--- config.mk ---
export PLATFORM = sky130hd
export DESIGN_NAME = asd_cmp
export DESIGN_NICKNAME = d
export VERILOG_FILES = /design/src/hdl/audio_sector_slip_detector_top_defines.svh /design/src/hdl/asd_pkg.sv /design/src/hdl/asd_cmp.sv
export SDC_FILE = /design/constraint.sdc
export NUM_CORES = 1
export LEC_CHECK = 0
export BUFFER_PORTS_ARGS = -buffer_cell sky130_fd_sc_hd__buf_2
export CAP_MARGIN = 30
export CORE_UTILIZATION = 25
export DETAILED_ROUTE_END_ITERATION = 6
export PLACE_DENSITY = 0.67
export SLEW_MARGIN = 20
export SYNTH_ARGS = -nofsm -noshare
export SYNTH_HDL_FRONTEND = slang
export SYNTH_SLANG_ARGS = --single-unit
export TNS_END_PERCENT = 50
--- constraint.sdc ---
create_clock -name vclk -period 3
set_input_delay 0.6 -clock vclk [all_inputs]
set_output_delay 0.6 -clock vclk [all_outputs]
set_load 0.01 [all_outputs]
--- src/hdl/audio_sector_slip_detector_top_defines.svh ---
// Assertion macros used by the slip detector sequencer (asd_seq).
`ifndef AUDIO_SECTOR_SLIP_DETECTOR_TOP_DEFINES_SVH
`define AUDIO_SECTOR_SLIP_DETECTOR_TOP_DEFINES_SVH

`ifndef SYNTH
`define ASD_ASSERT(name, prop, msg) \
  name: assert property (@(posedge clk_i) disable iff (!rst_ni) prop) else $error(msg);
`define ASD_ASSERT_ALWAYS(name, prop, msg) \
  name: assert property (@(posedge clk_i) prop) else $error(msg);
`else
`define ASD_ASSERT(name, prop, msg)
`define ASD_ASSERT_ALWAYS(name, prop, msg)
`endif

`endif

--- src/hdl/asd_pkg.sv ---
`default_nettype none

package asd_pkg;

  localparam int SECTOR_BYTES_DEF = 2352;
  localparam int MAX_SHIFT_DEF    = 588;
  localparam int ANCHOR_BYTES_DEF = 64;

  typedef logic [31:0]        word_t;
  typedef logic signed [9:0]  shift_t;

  typedef enum logic [2:0] {
    ST_LOAD,
    ST_SIL,
    ST_ANC,
    ST_FULL,
    ST_DONE
  } seq_state_e;

  typedef enum logic {
    CMP_REF,
    CMP_PAIR
  } cmp_mode_e;

  typedef struct packed {
    cmp_mode_e   mode;
    logic [3:0]  mask;
    logic [7:0]  ref_byte;
  } cmp_ctrl_t;

endpackage

`default_nettype wire

--- src/hdl/asd_cmp.sv ---
`default_nettype none

module asd_cmp (
  input  asd_pkg::word_t     first_i,
  input  asd_pkg::word_t     second_i,
  input  asd_pkg::cmp_ctrl_t ctrl_i,
  output logic               match_o
);

  logic [3:0] eq;

  always_comb begin
    for (int b = 0; b < 4; b++) begin
      unique case (ctrl_i.mode)
        asd_pkg::CMP_REF:  eq[b] = (first_i[8*b +: 8] == ctrl_i.ref_byte);
        asd_pkg::CMP_PAIR: eq[b] = (first_i[8*b +: 8] == second_i[8*b +: 8]);
        default:           eq[b] = 1'b0;
      endcase
    end
    match_o = &(eq | ~ctrl_i.mask);
  end

endmodule

`default_nettype wire

==> impl_summary.log, run 1 <==
INFO  metric status = finished clean
INFO  metric finalInstanceArea = 1130 sq um
INFO  metric cp-start-kind = input port
INFO  metric design.die.area = 3120 sq um
INFO  metric grt_first_pass_wirelength = 3.31 mm
INFO  metric final-seq-area = 0 sq um
INFO  metric start_util = 0.263
INFO  metric synth-seq-area-share = 0
INFO  metric place_congestion = 0.861
INFO  metric drt-initial-drc-count = 29
INFO  metric floorplan.die.width = 55.8 um
INFO  metric grt.total_usage = 0.128
INFO  metric drc_errors = 0
INFO  metric final.clkbuf_count = 0
INFO  metric vdd.ir_drop.worst = 0.0717 mV
INFO  metric core_ar = 2760 sq um
INFO  metric report.final.hold_viol_count = 0
INFO  metric detail_route.wl_per_cell = 11.4 um
INFO  metric worstSetupPathType = input port to output port
INFO  metric detailedPlacementHpwl = 1.85 mm
INFO  metric post_cts.repair.setup_buffers = 0
INFO  metric timing.final.max_slew_violations = 0
INFO  metric dr.pass1.iters = 3
INFO  metric fmax = 0.391 GHz
INFO  metric synthDominantCellAreaShare = 0.442
INFO  metric syn_area_per_cell = 8.94 sq um
INFO  metric first_global_vias = 756
INFO  metric netlist_area = 724 sq um
INFO  metric die_h = 55.8 um
INFO  metric num_vias = 847
INFO  metric vias_per_cell = 4.53
INFO  metric areaGrowthSynthToFinish = 55.8%
INFO  metric nets = 235
INFO  metric crit_path_end_kind = output port
INFO  metric flops_and_latches = 0
INFO  metric filler_cell_count = 292
INFO  metric synth.area.top_cells = mux2i_1, xor2_1, nand4_1
INFO  metric route.final.wire_length = 2.14 mm
INFO  metric critical_path_arrival = 1.96 ns
INFO  metric synth-warning-count = 0
INFO  metric synthCells = 81
INFO  metric crit_fanout = 32
INFO  metric post_synth_num_cell_types = 6
INFO  metric post-synth-top-area-cell = mux2i_1
INFO  metric critPathRequiredTime = 2.40 ns
INFO  metric final.period_utilization = 0.853
INFO  metric portBuffers = 78
INFO  metric drtAntennaViolNets = 0
INFO  metric hold_buffers = 0
INFO  metric placement.cell_area = 1130 sq um
INFO  metric finalSetupViolations = 0
INFO  metric cts_resized = 0
INFO  metric timing.hold.worst.class = input port to output port
INFO  metric antenna_found_initial = 0
INFO  metric timing.max_cap.violations = 0
INFO  metric grt_start_max_net_pins = 33
INFO  metric pwr_density_cell = 133 nW/um^2
INFO  metric mappedNetlistNets = 158
INFO  metric share_of_cells_above_drive_strength_1 = 0.506
INFO  metric tns = 0 ns
INFO  metric finalWorstPathRequiredPeriod = 2.56 ns
INFO  metric num_antenna_cells = 0
INFO  metric rsz0062_at_grt = false
INFO  metric p_leak = 0.654 nW
INFO  metric global_route.overflow_total = 0
INFO  metric tightest_slew = 0.219 ns
INFO  metric ios = 78
INFO  metric core.rowCount = 19
INFO  metric slew-limit-headroom = 0.854
-- layer usage --
layer  global-route usage  routed length [um]  up-vias
met2                0.220                 970       44
met5                    0                   0        -
li1                     -                   -      445
met4                    0                   0        0
met3              0.00465                 159        0
met1                0.190                1010      358
-- critical path, stage by stage --
cell,delay (ns)
buf_2,0.10
buf_12,0.23
mux2i_1,0.25
xor2_1,0.19
nand4_1,0.11
o21ai_1,0.17
and4_1,0.18
buf_2,0.12
-- through the flow --
| stage | hold slack (ns) | setup slack [ns] | power, mW | util | cells |
|---|---|---|---|---|---|
| finish | 1.60 | 0.440 | 0.150 | 0.409 | 187 |
| global route | 1.61 | 0.325 | 0.165 | 0.409 | 187 |
| CTS | 1.60 | 0.417 | 0.152 | 0.409 | 187 |
| detailed placement | 1.60 | 0.418 | 0.151 | 0.409 | 187 |
| global placement | 1.60 | 0.407 | 0.151 | 0.409 | 187 |
| floorplan | 1.40 | 0.740 | 0.0834 | - | 81 |
-- area by class of cell --
type	count	area, sq um	share of cell area
repair buffers	79	410	0.364
multi-input cells	77	679	0.602
well taps	31	38.8	0.0344
-- final timing paths --
path	from	end	slack, ns	cells past startpoint
max	ctrl_i[12]	match_o	0.44	8
min	ctrl_i[10]	match_o	1.60	4
-- power breakdown --
| part | total (mW) | internal, mW | switching [mW] |
|---|---|---|---|
| sequential | 0 | 0 | 0 |
| clock | 0 | 0 | 0 |
| combinational | 0.150 | 0.0822 | 0.0675 |
-- cell usage after synthesis --
cell type,instances
mux2i_1,32
nand4_1,8
xor2_1,32
buf_6,4
o21ai_1,4
and4_1,1
-- logic make-up after synthesis --
group / count (synthesis) / share of synthesized area
AND/OR/NAND/NOR: 9 / 0.0812
AO/OA/AOI/OAI: 4 / 0.0276
multiplexers: 32 / 0.442
XOR/XNOR: 32 / 0.387
buffers and inverters: 4 / 0.0622
-- placed cells by master (no fill, tap or decap), drive strengths merged --
cell type / count
mux2i: 32
nand4: 8
o21ai: 4
xor2: 32
buf: 79
and4: 1
(Power assumes the default switching activity.)
==> inputs of run 2 (changes only) <==
Settings changed: ABC_AREA set to 1, PLACE_DENSITY 0.67 to 0.62.
==> impl_summary.log, run 2 <==
INFO  metric status = finished clean
INFO  metric areaGrowthSynthToFinish = 45.1%
INFO  metric synth-warning-count = 0
INFO  metric met2_track_utilization_from_global_routing = 0.217
INFO  metric timing.max_cap.violations = 0
INFO  metric final-seq-area = 0 sq um
INFO  metric flops_and_latches = 0
INFO  metric gr_util_met3 = 0.00543
INFO  metric num_vias = 1,415
INFO  metric share_of_cells_above_drive_strength_1 = 0.309
INFO  metric placement.cell_area = 1370 sq um
INFO  metric top_usage_layer = met1
INFO  metric grt_start_max_net_pins = 20
INFO  metric detail_route.wl_per_cell = 9.07 um
INFO  metric synthDominantCellAreaShare = 0.520
INFO  metric whs_path_depth = 5
INFO  metric global_route.usage.met1 = 0.220
INFO  metric mappedNetlistNets = 287
INFO  metric global_route.overflow_total = 0
INFO  metric p_leak = 0.922 nW
INFO  metric design.die.area = 4030 sq um
INFO  metric syn_area_per_cell = 4.50 sq um
INFO  metric drt-initial-drc-count = 58
INFO  metric grt_first_pass_wirelength = 4.73 mm
INFO  metric route.final.wire_length = 3.00 mm
INFO  metric fmax = 0.389 GHz
INFO  metric report.final.hold_viol_count = 0
INFO  metric rsz0062_at_grt = false
INFO  metric critical-path-top-delay-family = simple AND/OR/NAND/NOR gates
INFO  metric layout_common_cells = nand2_1, buf_2, nand3_1, nand3b_1, inv_1
INFO  metric dr.pass1.iters = 4
INFO  metric detailedPlacementHpwl = 2.63 mm
INFO  metric synth-seq-area-share = 0
INFO  metric portBuffers = 78
INFO  metric hp-start = ctrl_i[10]
INFO  metric antenna_found_initial = 0
INFO  metric synthTopCellsByCount = nand2_1, nand3_1, nand3b_1, inv_1, nor2_1
INFO  metric floorplan.die.width = 63.5 um
INFO  metric slew-limit-headroom = 0.758
INFO  metric synthCells = 210
INFO  metric pwr_density_cell = 127 nW/um^2
INFO  metric cts_resized = 0
INFO  metric post_synth_num_cell_types = 11
INFO  metric final.period_utilization = 0.857
INFO  metric tightest_slew = 0.362 ns
INFO  metric hold-path-endpoint = match_o
INFO  metric synthMostInstantiatedCell = nand2_1
INFO  metric first_global_vias = 1,162
INFO  metric tns = 0 ns
INFO  metric worstPathBufferInverterCount = 3
INFO  metric cp-start-kind = input port
INFO  metric drtAntennaViolNets = 0
INFO  metric core_ar = 3470 sq um
INFO  metric vias_per_cell = 4.27
INFO  metric crit_path_end_kind = output port
INFO  metric netlist_area = 946 sq um
INFO  metric layout.cells.most_common = nand2_1
INFO  metric place_congestion = 0.768
INFO  metric post-synth-top-area-cell = nand2_1
INFO  metric crit_fanout = 15
INFO  metric crit_path_top_delay_cell = buf_2
INFO  metric place.detailed.instances = 331
INFO  metric ios = 78
INFO  metric synth.area.top_cells = nand2_1, nand3b_1, nand3_1
INFO  metric final.clkbuf_count = 0
INFO  metric hold_buffers = 0
INFO  metric grt.total_usage = 0.140
INFO  metric cp_slowest_stage_delay = 0.31 ns
INFO  metric vdd.ir_drop.worst = 0.0487 mV
INFO  metric final-instance-count-excl-fill = 331
INFO  metric finalCoreUtilization = 0.396
INFO  metric start_util = 0.273
INFO  metric finalSetupViolations = 0
INFO  metric critPathRequiredTime = 2.40 ns
INFO  metric timing.hold.worst.class = input port to output port
INFO  metric filler_cell_count = 411
INFO  metric post_cts.repair.setup_buffers = 0
INFO  metric finalWorstPathRequiredPeriod = 2.57 ns
INFO  metric drc_errors = 0
INFO  metric die_h = 63.5 um
INFO  metric nets = 364
INFO  metric timing.final.max_slew_violations = 0
INFO  metric crit_chain = buf_2, inv_6, nand2_2, nand3b_1, nand2_1, nand2_1, nor2_1, nand2_1, nand2_1, nand2_1, nor2_1, buf_2
INFO  metric critical_path_arrival = 1.97 ns
INFO  metric core.rowCount = 21
INFO  metric num_antenna_cells = 0
INFO  metric finalInstanceArea = 1370 sq um
INFO  metric cpMostUsedCell = nand2_1
INFO  metric multi_input_area = 840 sq um
INFO  metric worstSetupPathType = input port to output port
==> run 2: cell count changes after synthesis, sizes merged, moves of 4 or more <==
cell / delta
nand2: +139
nor2: +9
xor2: -32
o21ai: -4
inv: +16
nand4: -5
nand3: +21
nand3b: +18
mux2i: -32
==> run 2: kinds of logic after synthesis <==
group | count (synthesis) | share of synthesized area
buffers and inverters | 20 | 0.112
and+or+nand+nor | 190 | 0.888
==> run 2: per-layer routing <==
layer | vias to the layer above | wire length, um
met1 | 554 | 1560
met3 | 0 | 202
li1 | 810 | -
met4 | 0 | 0
met5 | - | 0
met2 | 51 | 1240
==> run 2: where the power goes <==
group | switching, mW | total (mW) | internal (mW)
logic | 0.0921 | 0.175 | 0.0826
registers | 0 | 0 | 0
clock network | 0 | 0 | 0
==> run 2: how the worst max path moves through the flow <==
stage,from,to,slack (ns),cells after the start
floorplan,ctrl_i[12],match_o,0.90,12
global placement,ctrl_i[12],match_o,0.41,13
detailed placement,ctrl_i[12],match_o,0.40,12
CTS,ctrl_i[12],match_o,0.39,12
global route,ctrl_i[12],match_o,0.24,13
finish,ctrl_i[12],match_o,0.43,12
==> run 2: cell type report <==
type	count	share of cell area
Multi-Input combinational cell	190	0.612
Inverter	16	0.0474
Tap cell	46	0.0419
Timing Repair Buffer	79	0.299
==> run 2: through the flow <==
step	setup slack [ns]	hold slack [ns]	total power [mW]
finish	0.430	1.55	0.175
detailed placement	0.397	1.55	0.176
global placement	0.414	1.56	0.174
global route	0.241	1.57	0.202
CTS	0.393	1.55	0.176
floorplan	0.904	1.33	0.104
