[config.mk]
export PLATFORM = sky130hd
export DESIGN_NAME = asd_seq
export DESIGN_NICKNAME = d
export VERILOG_FILES = /design/src/hdl/asd_pkg.sv /design/src/hdl/asd_seq.sv
export VERILOG_INCLUDE_DIRS = /design/src /design/src/hdl
export SDC_FILE = /design/constraint.sdc
export NUM_CORES = 1
export LEC_CHECK = 0
export BUFFER_PORTS_ARGS = -buffer_cell sky130_fd_sc_hd__buf_4
export CORE_ASPECT_RATIO = 0.9
export CORE_UTILIZATION = 30
export CTS_BUF_LIST = sky130_fd_sc_hd__clkbuf_2
export DETAILED_ROUTE_END_ITERATION = 16
export GPL_ROUTABILITY_DRIVEN = 0
export SLEW_MARGIN = 20
export SYNTH_ARGS = -nofsm -noshare
export SYNTH_HDL_FRONTEND = slang
export SYNTH_SLANG_ARGS = --single-unit
[constraint.sdc]
create_clock -name clk_i -period 4.05 [get_ports clk_i]
set_clock_uncertainty 0.1 [all_clocks]
set_input_delay 0.6075 -clock clk_i [delete_from_list [all_inputs] [get_ports clk_i]]
set_output_delay 0.6075 -clock clk_i [all_outputs]
set_load 0.01 [all_outputs]
[src/hdl/audio_sector_slip_detector_top_defines.svh]
// Assertion macros used by the slip detector sequencer (asd_seq).
`ifndef AUDIO_SECTOR_SLIP_DETECTOR_TOP_DEFINES_SVH
`define AUDIO_SECTOR_SLIP_DETECTOR_TOP_DEFINES_SVH

`ifndef SYNTH
`define ASD_ASSERT(name, prop, msg) \
  name: assert property (@(posedge clk_i) disable iff (!rst_ni) prop) else $error(msg);
`define ASD_ASSERT_ALWAYS(name, prop, msg) \
  name: assert property (@(posedge clk_i) prop) else $error(msg);
`else
`define ASD_ASSERT(name, prop, msg)
`define ASD_ASSERT_ALWAYS(name, prop, msg)
`endif

`endif

[src/hdl/asd_pkg.sv]
`default_nettype none

package asd_pkg;

  localparam int SECTOR_BYTES_DEF = 2352;
  localparam int MAX_SHIFT_DEF    = 588;
  localparam int ANCHOR_BYTES_DEF = 64;

  typedef logic [31:0]        word_t;
  typedef logic signed [9:0]  shift_t;

  typedef enum logic [2:0] {
    ST_LOAD,
    ST_SIL,
    ST_ANC,
    ST_FULL,
    ST_DONE
  } seq_state_e;

  typedef enum logic {
    CMP_REF,
    CMP_PAIR
  } cmp_mode_e;

  typedef struct packed {
    cmp_mode_e   mode;
    logic [3:0]  mask;
    logic [7:0]  ref_byte;
  } cmp_ctrl_t;

endpackage

`default_nettype wire

[src/hdl/asd_seq.sv]
`default_nettype none

`include "audio_sector_slip_detector_top_defines.svh"

module asd_seq #(
  parameter int SECTOR_BYTES = asd_pkg::SECTOR_BYTES_DEF,
  parameter int MAX_SHIFT    = asd_pkg::MAX_SHIFT_DEF,
  parameter int ANCHOR_BYTES = asd_pkg::ANCHOR_BYTES_DEF,
  localparam int AddrW = $clog2(SECTOR_BYTES / 4)
) (
  input  wire logic              clk_i,
  input  wire logic              rst_ni,
  input  wire logic              in_valid_i,
  input  wire logic              last_i,
  output logic                   in_stall_o,
  input  wire logic              out_stall_i,
  output logic                   out_valid_o,
  output logic                   found_o,
  output asd_pkg::shift_t        shift_samples_o,
  output logic                   silent_anchor_o,
  output logic                   wr_en_o,
  output logic [AddrW-1:0]       wr_addr_o,
  output logic [AddrW-1:0]       rd_addr_f_o,
  output logic [AddrW-1:0]       rd_addr_s_o,
  input  asd_pkg::word_t         rd_first_i,
  input  wire logic              match_i,
  output asd_pkg::cmp_ctrl_t     cmp_o
);

  localparam int SW     = SECTOR_BYTES / 4;
  localparam int CW     = AddrW + 1;
  localparam int Centre = 2 * SW;
  localparam int Alen   = (ANCHOR_BYTES > 2 * SW) ? 2 * SW : ANCHOR_BYTES;
  localparam int CWord  = Centre / 4;
  localparam int Cb     = Centre % 4;
  localparam int Hb     = (Centre + Alen - 1) % 4;
  localparam int Awn    = (Centre + Alen - 1) / 4 - CWord + 1;
  localparam int DminI  = (MAX_SHIFT > SW / 2) ? -(SW / 2) : -MAX_SHIFT;
  localparam int DmaxI  = (MAX_SHIFT < (2 * SW - Alen) / 4) ? MAX_SHIFT : (2 * SW - Alen) / 4;

  localparam logic [CW-1:0]        SWC    = CW'(SW);
  localparam logic [CW-1:0]        CWordC = CW'(CWord);
  localparam logic [CW-1:0]        AwnC   = CW'(Awn);
  localparam logic [CW-1:0]        OneC   = CW'(1);
  localparam logic signed [CW-1:0] CWordS = CW'(CWord);
  localparam logic signed [CW-1:0] Dmin   = CW'(DminI);
  localparam logic signed [CW-1:0] Dmax   = CW'(DmaxI);
  localparam logic signed [CW-1:0] DOne   = CW'(1);
  localparam logic signed [CW-1:0] DNeg1  = CW'(-1);
  localparam logic [3:0]           FMask  = 4'(15 << Cb);
  localparam logic [3:0]           LMask  = 4'(15 >> (3 - Hb));

  asd_pkg::seq_state_e state_q, state_d;

  logic [CW-1:0]        load_idx_q, load_idx_d;
  logic [CW-1:0]        k_q, k_d;
  logic [CW-1:0]        kd_q, kd_d;
  logic [CW-1:0]        cnt_q, cnt_d;
  logic [CW-1:0]        fbase_q, fbase_d;
  logic [CW-1:0]        sbase_q, sbase_d;
  logic                 pend_q, pend_d;
  logic signed [CW-1:0] d_q, d_d;
  logic [7:0]           ref_q, ref_d;
  logic                 found_q, found_d;
  logic                 silent_q, silent_d;
  asd_pkg::shift_t      shift_q, shift_d;

  logic                 in_scan;
  logic                 issue;
  logic                 last_elem;
  logic                 miss;
  logic                 hit_last;
  logic signed [CW-1:0] d_nxt;
  logic                 nxt_done;
  logic [CW-1:0]        dmag;
  logic [CW-1:0]        fsum;
  logic [CW-1:0]        ssum;

  assign in_scan   = (state_q == asd_pkg::ST_SIL) || (state_q == asd_pkg::ST_ANC)
                     || (state_q == asd_pkg::ST_FULL);
  assign issue     = (k_q < cnt_q);
  assign last_elem = (kd_q == cnt_q - OneC);
  assign miss      = pend_q & ~match_i;
  assign hit_last  = pend_q & match_i & last_elem;
  assign d_nxt     = (d_q == DNeg1) ? DOne : d_q + DOne;
  assign nxt_done  = (d_nxt > Dmax);
  assign dmag      = d_q[CW-1] ? $unsigned(-d_q) : $unsigned(d_q);
  assign fsum      = fbase_q + k_q;
  assign ssum      = sbase_q + k_q;

  always_comb begin
    state_d = state_q;
    unique case (state_q)
      asd_pkg::ST_LOAD: begin
        if (in_valid_i && last_i) state_d = asd_pkg::ST_SIL;
      end
      asd_pkg::ST_SIL: begin
        if (miss) state_d = asd_pkg::ST_ANC;
        else if (hit_last) state_d = asd_pkg::ST_DONE;
      end
      asd_pkg::ST_ANC: begin
        if (miss) state_d = nxt_done ? asd_pkg::ST_DONE : asd_pkg::ST_ANC;
        else if (hit_last) state_d = asd_pkg::ST_FULL;
      end
      asd_pkg::ST_FULL: begin
        if (miss) state_d = nxt_done ? asd_pkg::ST_DONE : asd_pkg::ST_ANC;
        else if (hit_last) state_d = asd_pkg::ST_DONE;
      end
      asd_pkg::ST_DONE: begin
        if (!out_stall_i) state_d = asd_pkg::ST_LOAD;
      end
      default: state_d = asd_pkg::ST_LOAD;
    endcase
  end

  always_comb begin
    in_stall_o      = (state_q != asd_pkg::ST_LOAD);
    out_valid_o     = (state_q == asd_pkg::ST_DONE);
    found_o         = found_q;
    shift_samples_o = shift_q;
    silent_anchor_o = silent_q;
    wr_en_o         = (state_q == asd_pkg::ST_LOAD) && in_valid_i && (load_idx_q < SWC);
    wr_addr_o       = load_idx_q[AddrW-1:0];
    rd_addr_f_o     = fsum[AddrW-1:0];
    rd_addr_s_o     = ssum[AddrW-1:0];
    cmp_o.mode      = (state_q == asd_pkg::ST_SIL) ? asd_pkg::CMP_REF : asd_pkg::CMP_PAIR;
    if (state_q == asd_pkg::ST_FULL) begin
      cmp_o.mask = 4'hF;
    end else begin
      cmp_o.mask = ((kd_q == '0) ? FMask : 4'hF) & (last_elem ? LMask : 4'hF);
    end
    cmp_o.ref_byte  = (kd_q == '0) ? rd_first_i[8*Cb +: 8] : ref_q;
  end

  always_comb begin
    load_idx_d = load_idx_q;
    k_d        = issue ? k_q + OneC : k_q;
    kd_d       = k_q;
    pend_d     = in_scan & issue;
    cnt_d      = cnt_q;
    fbase_d    = fbase_q;
    sbase_d    = sbase_q;
    d_d        = d_q;
    ref_d      = ref_q;
    found_d    = found_q;
    silent_d   = silent_q;
    shift_d    = shift_q;
    unique case (state_q)
      asd_pkg::ST_LOAD: begin
        if (in_valid_i) begin
          if (load_idx_q < SWC) load_idx_d = load_idx_q + OneC;
          if (last_i) begin
            load_idx_d = '0;
            k_d        = '0;
            pend_d     = 1'b0;
            fbase_d    = CWordC;
            sbase_d    = CWordC;
            cnt_d      = AwnC;
            found_d    = 1'b0;
            silent_d   = 1'b0;
            shift_d    = '0;
          end
        end
      end
      asd_pkg::ST_SIL: begin
        if (pend_q && kd_q == '0) ref_d = cmp_o.ref_byte;
        if (miss) begin
          d_d     = Dmin;
          fbase_d = CWordC;
          sbase_d = $unsigned(CWordS + Dmin);
          cnt_d   = AwnC;
          k_d     = '0;
          pend_d  = 1'b0;
        end else if (hit_last) begin
          silent_d = 1'b1;
        end
      end
      asd_pkg::ST_ANC: begin
        if (miss) begin
          d_d     = d_nxt;
          fbase_d = CWordC;
          sbase_d = $unsigned(CWordS + d_nxt);
          cnt_d   = AwnC;
          k_d     = '0;
          pend_d  = 1'b0;
        end else if (hit_last) begin
          fbase_d = d_q[CW-1] ? dmag : '0;
          sbase_d = d_q[CW-1] ? '0 : dmag;
          cnt_d   = SWC - dmag;
          k_d     = '0;
          pend_d  = 1'b0;
        end
      end
      asd_pkg::ST_FULL: begin
        if (miss) begin
          d_d     = d_nxt;
          fbase_d = CWordC;
          sbase_d = $unsigned(CWordS + d_nxt);
          cnt_d   = AwnC;
          k_d     = '0;
          pend_d  = 1'b0;
        end else if (hit_last) begin
          found_d = 1'b1;
          shift_d = asd_pkg::shift_t'(d_q);
        end
      end
      asd_pkg::ST_DONE: begin
        pend_d = 1'b0;
      end
      default: begin
        pend_d = 1'b0;
      end
    endcase
  end

  always_ff @(posedge clk_i or negedge rst_ni) begin
    if (!rst_ni) begin
      state_q    <= asd_pkg::ST_LOAD;
      load_idx_q <= '0;
      pend_q     <= 1'b0;
    end else begin
      state_q    <= state_d;
      load_idx_q <= load_idx_d;
      pend_q     <= pend_d;
    end
  end

  always_ff @(posedge clk_i) begin
    k_q      <= k_d;
    kd_q     <= kd_d;
    cnt_q    <= cnt_d;
    fbase_q  <= fbase_d;
    sbase_q  <= sbase_d;
    d_q      <= d_d;
    ref_q    <= ref_d;
    found_q  <= found_d;
    silent_q <= silent_d;
    shift_q  <= shift_d;
  end

  `ASD_ASSERT(a_found_not_silent, out_valid_o && found_o |-> !silent_anchor_o, "found with silent anchor")
  `ASD_ASSERT(a_miss_zero_shift, out_valid_o && !found_o |-> shift_samples_o == '0, "nonzero shift without match")
  `ASD_ASSERT_ALWAYS(a_idx_bound, load_idx_q <= SWC, "load index past sector")
  `ASD_ASSERT(a_pend_range, pend_q |-> kd_q < cnt_q, "compare beyond scan length")
  `ASD_ASSERT(a_shift_nonzero, (state_q == asd_pkg::ST_ANC || state_q == asd_pkg::ST_FULL) |-> d_q != '0, "zero shift searched")

endmodule

`default_nettype wire

==> impl_results.md, run 1 <==
* Status: finished clean
* Largest net degree at the start of global routing at 33
* CTS max path bufs at 2
* Root buf cell: clkbuf_2
* Die ar. at roughly 21,000 um^2
* Startpoint types: flop
* WL/cell at 15.5 um
* Max_slew headroom at 0.383
* P_leak at roughly 2.9 nW
* Number of flops mapped to enable cells by yosys at 62
* Tmin final at 3.77 ns
* Tot Pwr at approximately 1.6 mW
* Worst-path clk slew at 0.28 ns
* Post-synth ARST share at 0.152
* CTS buffer count at 9
* Count of final setup violators at 0
* Cells after Synth at 622
* Initial antenna violation count at 0
* Critical Path RT at 3.34 ns
* Max Cap Viol at 0
* Core footprint at 20,100 um^2
* Worst Path Max Fanout at 7
* Period utilization at 0.931
* Global-route wire length before repair at 23.0 mm
* Arrival @ worst endpoint at 3.06 ns
* Worst vdd ir at 0.134 mV
* Top Family by Delay on Critical Path: compound AO/OA/AOI/OAI gates
* Max Slew Vio Count at 0
* Setup TNS at 0 ns
* DIE HEIGHT at 138 um
* CP max-delay cell: dfxtp_2
* H-Tree Depth at 3
* Vias in the first global route at 4,287
* Final Instance Area at 7030 um^2
* Crit path kind: reg2out
* Io pins at 96
* Vias/cell at 4.92
* TritonCTS clock tree: done
* Area Growth Syn to Fin at 13.2%
* Via count at around 4,600
* DRC errors left at 0
* Placed Cells at a little over 900
* Row cnt at 49
* Fmax at 265 MHz
* Final nets at about 750
* Primary FF master, synth: edfxtp_1
* Total Wirelength at 14.5 mm
* Power Density at 222 nW/um^2
* Crit end category: primary output
* CP most frequent cell: a21oi_1
* Port bufs at 67
* Worst min path class: in2reg
* Pre-CTS setup slack at 0.586 ns
* Mapped cell area at 6210 um^2
* Starting density of the core at 0.309
* Worst-path cell chain: ha_1 -> a21o_1 -> a21oi_1 -> o21bai_1 -> a2111oi_2 -> o31ai_1 -> a21oi_1 -> xnor2_1 -> buf_4
* Clock sink count at 99
* Highest cell delay on the worst timing path at 0.49 ns
* DR pass1 iterations at 5
* Final non-filler cell total at 938
* Worst slew pin tran at 0.921 ns
* Placed cell areas at 6900 um^2
* ANT nets after route at 0
* Sequential-to-total area share from yosys stat at 0.431
* Die span in x at 154 um
* HPWL after detailed placement at 10.8 mm
* Synth cell types at 70
* Overall routing resource usage at 0.138
* # diodes at 0
* Register bit total from synthesis at a little under 100
* Hold Slack at between 0.1 and 0.15 ns
* Fin. Hold Viols at 0
* Avg Synthesized Cell Area at between 9 and 10 um^2
* Grt ovf at 0
* Setup ws final at about 0.28 ns
* Worst Path Buf+Inv at 1
* 1st-iter DRT viols at 289
* Synth Warn # at 0
* Worst-Skew Late Latency at between 0.6 and 0.7 ns
* Share of cells above drive strength 1 at 0.182
* Final Util at 0.350
==> power by group <==
group	switching, mW	internal (mW)	leakage (nW)
registers	0	1.06	0.930
clock network	0.337	0.146	0.0737
logic	0.00777	0.00900	1.87
total	0.345	1.22	2.88
==> placed cells by master (no fill, tap or decap), types with 4 or more instances in the layout <==
cell type,Yosys,routed
buf_4,15,80
nor2_1,68,68
edfxtp_1,62,62
xnor2_1,40,40
nand2_1,38,38
xor2_1,37,37
ha_1,35,35
inv_1,32,32
a21oi_1,29,29
o21ai_0,24,24
dfxtp_1,22,21
and3_1,16,16
nand3_1,15,15
dfrtp_1,15,15
nand4_1,11,11
nor3_1,11,11
a21o_1,11,11
clkbuf_2,0,11
mux2_2,10,10
o31ai_1,9,9
nor2b_1,6,6
or2_2,6,6
nand2b_1,6,6
and2_1,5,5
nor4_1,4,4
o21bai_1,4,4
nand3b_1,4,4
conb_1,1,4
==> final cells by class <==
| class | instances | area (um^2) |
|---|---|---|
| Clock inverter | 5 | 52.6 |
| Multi-Input combinational cell | 455 | 3190 |
| Fill cell | 2068 | 13100 |
| Timing Repair Buffer | 81 | 611 |
| Inverter | 32 | 120 |
| Clock buffer | 11 | 55.1 |
| Sequential cell | 99 | 2680 |
| Tap cell | 255 | 319 |
==> path summary, 6_finish.rpt <==
kind | startpoint | endpoint | slack (ns) | cells past startpoint
worst max-delay path | k_q[1]$_DFF_P_ | rd_addr_f_o[9] | 0.28 | 9
max in group asynchronous | rst_ni | state_q[0]$_DFFE_PN0P_ | 3.41 | 2
worst min-delay path | out_stall_i | state_q[2]$_DFFE_PN0P_ | 0.13 | 3
worst max register to register | cnt_q[0]$_SDFFCE_PN0P_ | fbase_q[4]$_SDFFCE_PP0P_ | 0.55 | 9
min in group asynchronous | rst_ni | load_idx_q[7]$_DFFE_PN0P_ | 0.25 | 2
worst min register to register | k_q[10]$_DFF_P_ | kd_q[10]$_DFF_P_ | 0.31 | 0
==> flip-flops by register name (all words and copies together), names as in the netlist <==
name,count
cnt_q,11
d_q,11
k_q,11
kd_q,11
load_idx_q,11
fbase_q,10
sbase_q,10
shift_samples_o,10
ref_q,8
state_q,3
found_o,1
pend_q,1
silent_anchor_o,1
==> worst register-to-register path, stage by stage, from the launching register on <==
cell and delay [ns]:
edfxtp_1 0.56, inv_1 0.11, ha_1 0.29, nor4b_4 0.36, xor2_1 0.10, or4_1 0.40
mux2_2 0.28, a211o_4 0.32, a221oi_4 0.26, buf_4 0.39
==> synthesized netlist by cell type, drive strengths merged (4+ instances only) <==
cell type  instances  area [um^2]
inv               32          120
or2                6         37.5
a211o              4         43.8
nand3b             4         30.0
o21ai             25          125
nand2b             6         37.5
dfxtp             22          440
nor2              69          267
and3              17          108
a2111oi            4         41.3
a21o              12         91.3
clkbuf            19         81.3
xnor2             40          350
nor4               4         25.0
and2               5         31.3
nand2             38          143
ha                35          438
nand4             11         68.8
o31ai              9         67.6
dfrtp             15          375
edfxtp            62         1860
xor2              37          324
nor2b              6         37.5
buf               20          155
nand3             15         75.1
mux2              10          113
o21bai             4         30.0
a21oi             29          145
nor3              13         81.3
==> cells by family (layout without fill, tap and decap cells) <==
group / count (synthesis) / count (layout) / synth area share
other: 1 / 4 / 0.000604
buffers and inverters: 71 / 129 / 0.0574
AO/OA/AOI/OAI: 114 / 114 / 0.128
adder cells (fa/ha/maj): 37 / 37 / 0.0770
multiplexers: 13 / 13 / 0.0230
flip-flops: 99 / 99 / 0.431
XOR/XNOR: 77 / 77 / 0.109
AND/OR/NAND/NOR: 210 / 210 / 0.174
==> routing by layer <==
metal,up-vias,share of wire,GRT usage
li1,2313,-,-
met1,2213,0.48,0.186
met2,79,0.47,0.220
met3,10,0.043,0.0348
met4,0,0.0076,0.0311
met5,-,0,0
==> what timing repair did <==
action                                  4_1_cts  5_1_grt
hold buffers                                  1        0
hold endpoints to repair                     15        0
resized for setup                             2        2
setup buffers                                 0        0
endpoints found under the setup margin        1        2
No activity file was read; power rests on OpenSTA's default activity.
==> run 2: changes to the inputs <==
--- a/config.mk
+++ b/config.mk
@@ -9,7 +9,6 @@
 export BUFFER_PORTS_ARGS = -buffer_cell sky130_fd_sc_hd__buf_4
 export CORE_ASPECT_RATIO = 0.9
 export CORE_UTILIZATION = 30
-export CTS_BUF_LIST = sky130_fd_sc_hd__clkbuf_2
 export DETAILED_ROUTE_END_ITERATION = 16
 export GPL_ROUTABILITY_DRIVEN = 0
 export SLEW_MARGIN = 20
==> impl_results.md, run 2 (synthesis results as in run 1) <==
* Period utilization at 0.905
* M1 GR Usage at 0.185
* Worst-path clk slew at 0.07 ns
* Max Slew Vio Count at 0
* Vias/cell at 4.92
* DIE HEIGHT at 138 um
* Tmin final at about 3.7 ns
* Max_slew headroom at 0.370
* Pre-CTS setup slack at 0.586 ns
* Row cnt at 49
* Global-route wire length before repair at between 20 and 25 mm
* Setup ws final at 0.384 ns
* CTS buffer count at 9
* CTS max path bufs at 2
* Status: finished clean
* Commonest non-fill, non-tap cells in the layout: 80 x buf_4, 68 x nor2_1, 62 x edfxtp_1
* TritonCTS clock tree: done
* Final nets at 753
* Placed Cells at 921
* Die ar. at 21,300 um^2
* Global routing's busiest layer: met2
* Startpoint types: flop
* Total Wirelength at 14.5 mm
* 1st-iter DRT viols at 298
* Via count at 4,614
* Tot Pwr at around 1.9 mW
* Met2 Resource Use GR at 0.221
* Worst min path class: reg2reg
* Final non-filler cell total at about 940
* P_leak at 2.95 nW
* Crit path kind: reg2out
* # diodes at 0
* HPWL after detailed placement at 10.8 mm
* Worst slew pin tran at between 0.9 and 1 ns
* Starting density of the core at 0.309
* Count of final setup violators at 0
* H-Tree Depth at 3
* Initial antenna violation count at 0
* Grt ovf at 0
* Filler cells at around 2,000
* Worst-Skew Late Latency at 0.35 ns
* Port bufs at 67
* Vias in the first global route at approximately 4,300
* Multi-input gate area at 3190 um^2
* Largest net degree at the start of global routing at 33
* Unrepaired setup endpoints after global routing: false
* Area Growth Syn to Fin at 16.0%
* Critical Path RT at 3.34 ns
* WL/cell at approximately 15 um
* Most common cell after layout, fill and taps aside: buf_4
* Fin. Hold Viols at 0
* Die span in x at 154 um
* DR pass1 iterations at 5
* DRC errors left at 0
* Max Cap Viol at 0
* Worst Path Max Fanout at 7
* Arrival @ worst endpoint at 2.96 ns
* Power Density at 267 nW/um^2
* Seq. cell area at 2680 um^2
* Crit end category: primary output
* Setup TNS at 0 ns
* Fmax at between 200 and 300 MHz
* Share of cells above drive strength 1 at 0.176
* Grt met3 use at 0.0357
* Core footprint at 20,100 um^2
* Clock sink count at 99
* ANT nets after route at 0
* Root buf cell: clkbuf_16
* Overall routing resource usage at 0.137
* Io pins at 96
* Worst vdd ir at ~0.16 mV
## run 2: final timing paths
| path | startpoint | end | slack, ns | depth (start not counted) |
|---|---|---|---|---|
| max reg2reg | cnt_q[0]$_SDFFCE_PN0P_ | fbase_q[6]$_SDFFCE_PP0P_ | 0.58 | 9 |
| min in group asynchronous | rst_ni | load_idx_q[5]$_DFFE_PN0P_ | 0.57 | 2 |
| min | k_q[10]$_DFF_P_ | kd_q[10]$_DFF_P_ | 0.29 | 0 |
| max | k_q[1]$_DFF_P_ | rd_addr_f_o[9] | 0.38 | 9 |
| max in group asynchronous | rst_ni | pend_q$_DFF_PN0_ | 3.10 | 2 |
| min reg2reg | k_q[10]$_DFF_P_ | kd_q[10]$_DFF_P_ | 0.29 | 0 |
## run 2: final cells by class
| class | instances | share of cell area |
|---|---|---|
| well taps | 255 | 0.0443 |
| multi-input cells | 455 | 0.443 |
| clock buffers | 11 | 0.0323 |
| inverters | 32 | 0.0167 |
| flip-flops and latches | 99 | 0.372 |
| clock inverters | 5 | 0.00730 |
| repair buffers | 81 | 0.0848 |
## run 2: stage by stage
step	instance area (um^2)	util	hold WS, ns
3_3_place_gp	6900	0.343	0.274
6_report	7200	0.358	0.292
4_1_cts	7200	0.358	0.292
3_5_place_dp	6900	0.343	0.281
5_1_grt	7200	0.358	0.309
2_1_floorplan	6220	-	0.212
## run 2: metal layers
layer	vias to the layer above	wire length, um
li1	2314	-
met1	2202	6850
met2	94	6880
met3	4	724
met4	0	51
met5	-	0
## run 2: timing repair
item	in CTS	in global routing
setup buffers	0	0
setup endpoints to repair	0	1
resized for setup	0	1
endpoints found under the hold margin	8	0
hold buffers	1	0
## run 2: critical path, stage by stage, from the launching register on
cell and delay (ns):
dfxtp_1 0.50, ha_1 0.29, a21o_1 0.18, a21oi_1 0.22, o21bai_1 0.14, a2111oi_1 0.57, o31ai_1 0.14, a21oi_1 0.21
xnor2_1 0.19, buf_4 0.18
## run 2: report_power, final
part / switching (mW) / total [mW] / internal [mW]
sequential: 0 / 1.06 / 1.06
clock: 0.370 / 0.848 / 0.478
combinational: 0.00780 / 0.0168 / 0.00900
total: 0.378 / 1.92 / 1.55
==> run 3: changes to the inputs <==
--- a/config.mk
+++ b/config.mk
@@ -8,10 +8,12 @@
 export LEC_CHECK = 0
 export BUFFER_PORTS_ARGS = -buffer_cell sky130_fd_sc_hd__buf_4
 export CORE_ASPECT_RATIO = 0.9
-export CORE_UTILIZATION = 30
+export CORE_UTILIZATION = 23
 export DETAILED_ROUTE_END_ITERATION = 16
 export GPL_ROUTABILITY_DRIVEN = 0
+export MAX_ROUTING_LAYER = met4
 export SLEW_MARGIN = 20
 export SYNTH_ARGS = -nofsm -noshare
 export SYNTH_HDL_FRONTEND = slang
 export SYNTH_SLANG_ARGS = --single-unit
+export TNS_END_PERCENT = 100
==> impl_results.md, run 3 (synthesis results as in run 1) <==
* Fmax at 276 MHz
* Setup Fix Bufs, Post-CTS at 0
* Largest net degree at the start of global routing at 33
* Share of cells above drive strength 1 at 0.174
* Startpoint types: flop
* Hold_buf cts at 0
* Post-cts sizing count at 0
* Core footprint at 26,300 um^2
* Starting density of the core at 0.236
* Global routing's busiest layer: met2
* # diodes at 0
* Multi-input gate area at 3190 um^2
* Arrival @ worst endpoint at 2.91 ns
* 1st-iter DRT viols at between 300 and 400
* Unrepaired setup endpoints after global routing: false
* Root buf cell: clkbuf_16
* Worst-path clk slew at ~0.070 ns
* Tmin final at 3.62 ns
* Count of final setup violators at 0
* Grt met3 use at 0.0214
* Final nets at 750
* Final Util at 0.278
* Filler cells at around 2,800
* WL/cell at ~15 um
* Worst-Skew Late Latency at 0.35 ns
* Clock sink count at 99
* Worst slew pin tran at 0.970 ns
* Overall routing resource usage at 0.115
* Crit end category: primary output
* Row cnt at 56
* Status: finished clean
* Placed cell areas at around 7000 um^2
* ANT nets after route at 0
* P_leak at between 2 and 3 nW
* Commonest non-fill, non-tap cells in the layout: 77 x buf_4, 68 x nor2_1, 62 x edfxtp_1
* Area Growth Syn to Fin at 17.5%
* Via count at 4,660
* Vias/cell at 4.53
* Worst vdd ir at roughly 0.18 mV
* Final Instance Area at 7290 um^2
* CTS max path bufs at 2
* Fin. Hold Viols at 0
* Most common cell after layout, fill and taps aside: buf_4
* Die ar. at 27,700 um^2
* Total Wirelength at 15.0 mm
* Io pins at 96
* Met2 Resource Use GR at 0.176
* Global-route wire length before repair at 24.0 mm
* Tot Pwr at between 1.5 and 2 mW
* Hold Slack at 0.288 ns
* Max Cap Viol at 0
* Power Density at 265 nW/um^2
* Period utilization at 0.894
* Grt ovf at 0
* M1 GR Usage at 0.155
* Worst min path class: reg2reg
* Vias in the first global route at 4,365
* Critical Path RT at 3.34 ns
* H-Tree Depth at 3
* Seq. cell area at approximately 2700 um^2
* Worst Path Max Fanout at 7
* DRC errors left at 0
* Max_slew headroom at 0.351
* Die span in x at 175 um
* Crit path kind: reg2out
* Max Slew Vio Count at 0
* DR pass1 iterations at 6
* TritonCTS clock tree: done
* Setup TNS at 0 ns
* HPWL after detailed placement at between 10 and 15 mm
* DIE HEIGHT at 158 um
* CTS buffer count at 9
* Initial antenna violation count at 0
* Port bufs at 67
run 3: power breakdown:
part | total (mW) | switching [mW] | internal (mW)
sequential | 1.06 | 0 | 1.06
combinational | 0.0172 | 0.00817 | 0.00902
clock | 0.854 | 0.395 | 0.459
run 3: routing by layer:
| layer | routed length, um | share of wire |
|---|---|---|
| met1 | 7360 | 0.49 |
| met2 | 7010 | 0.47 |
| met3 | 527 | 0.035 |
| met4 | 138 | 0.0092 |
| met5 | 0 | 0 |
run 3: layout make-up:
type	count	area share
multi-input combinational	455	0.437
sequential	99	0.367
timing repair buffer	78	0.0806
tap	348	0.0597
clock buffer	12	0.0353
inverter	32	0.0165
clock inverter	4	0.00395
run 3: worst paths after layout:
kind	from	to	slack, ns	cells after the start
worst max-delay path	k_q[1]$_DFF_P_	rd_addr_s_o[9]	0.43	9
worst min-delay path	k_q[10]$_DFF_P_	kd_q[10]$_DFF_P_	0.29	0
worst max register to register	cnt_q[1]$_SDFFCE_PN0P_	fbase_q[1]$_SDFFCE_PN1P_	0.61	9
worst min register to register	k_q[10]$_DFF_P_	kd_q[10]$_DFF_P_	0.29	0
max in group asynchronous	rst_ni	pend_q$_DFF_PN0_	3.10	2
min in group asynchronous	rst_ni	load_idx_q[0]$_DFFE_PN0P_	0.55	2
run 3: critical path, stage by stage (launching register included):
cell	delay, ns
dfxtp_1	0.50
ha_1	0.29
a21o_1	0.17
a21oi_1	0.22
o21bai_1	0.11
a2111oi_0	0.62
o31ai_1	0.17
a21oi_1	0.20
xnor2_1	0.14
buf_4	0.15
run 3: stage by stage:
stage	instances	worst slack [ns]
finish	1028	0.431
global route	1028	0.0659
CTS	1027	0.392
detailed placement	1011	0.609
global placement	1011	0.633
floorplan	625	0.495
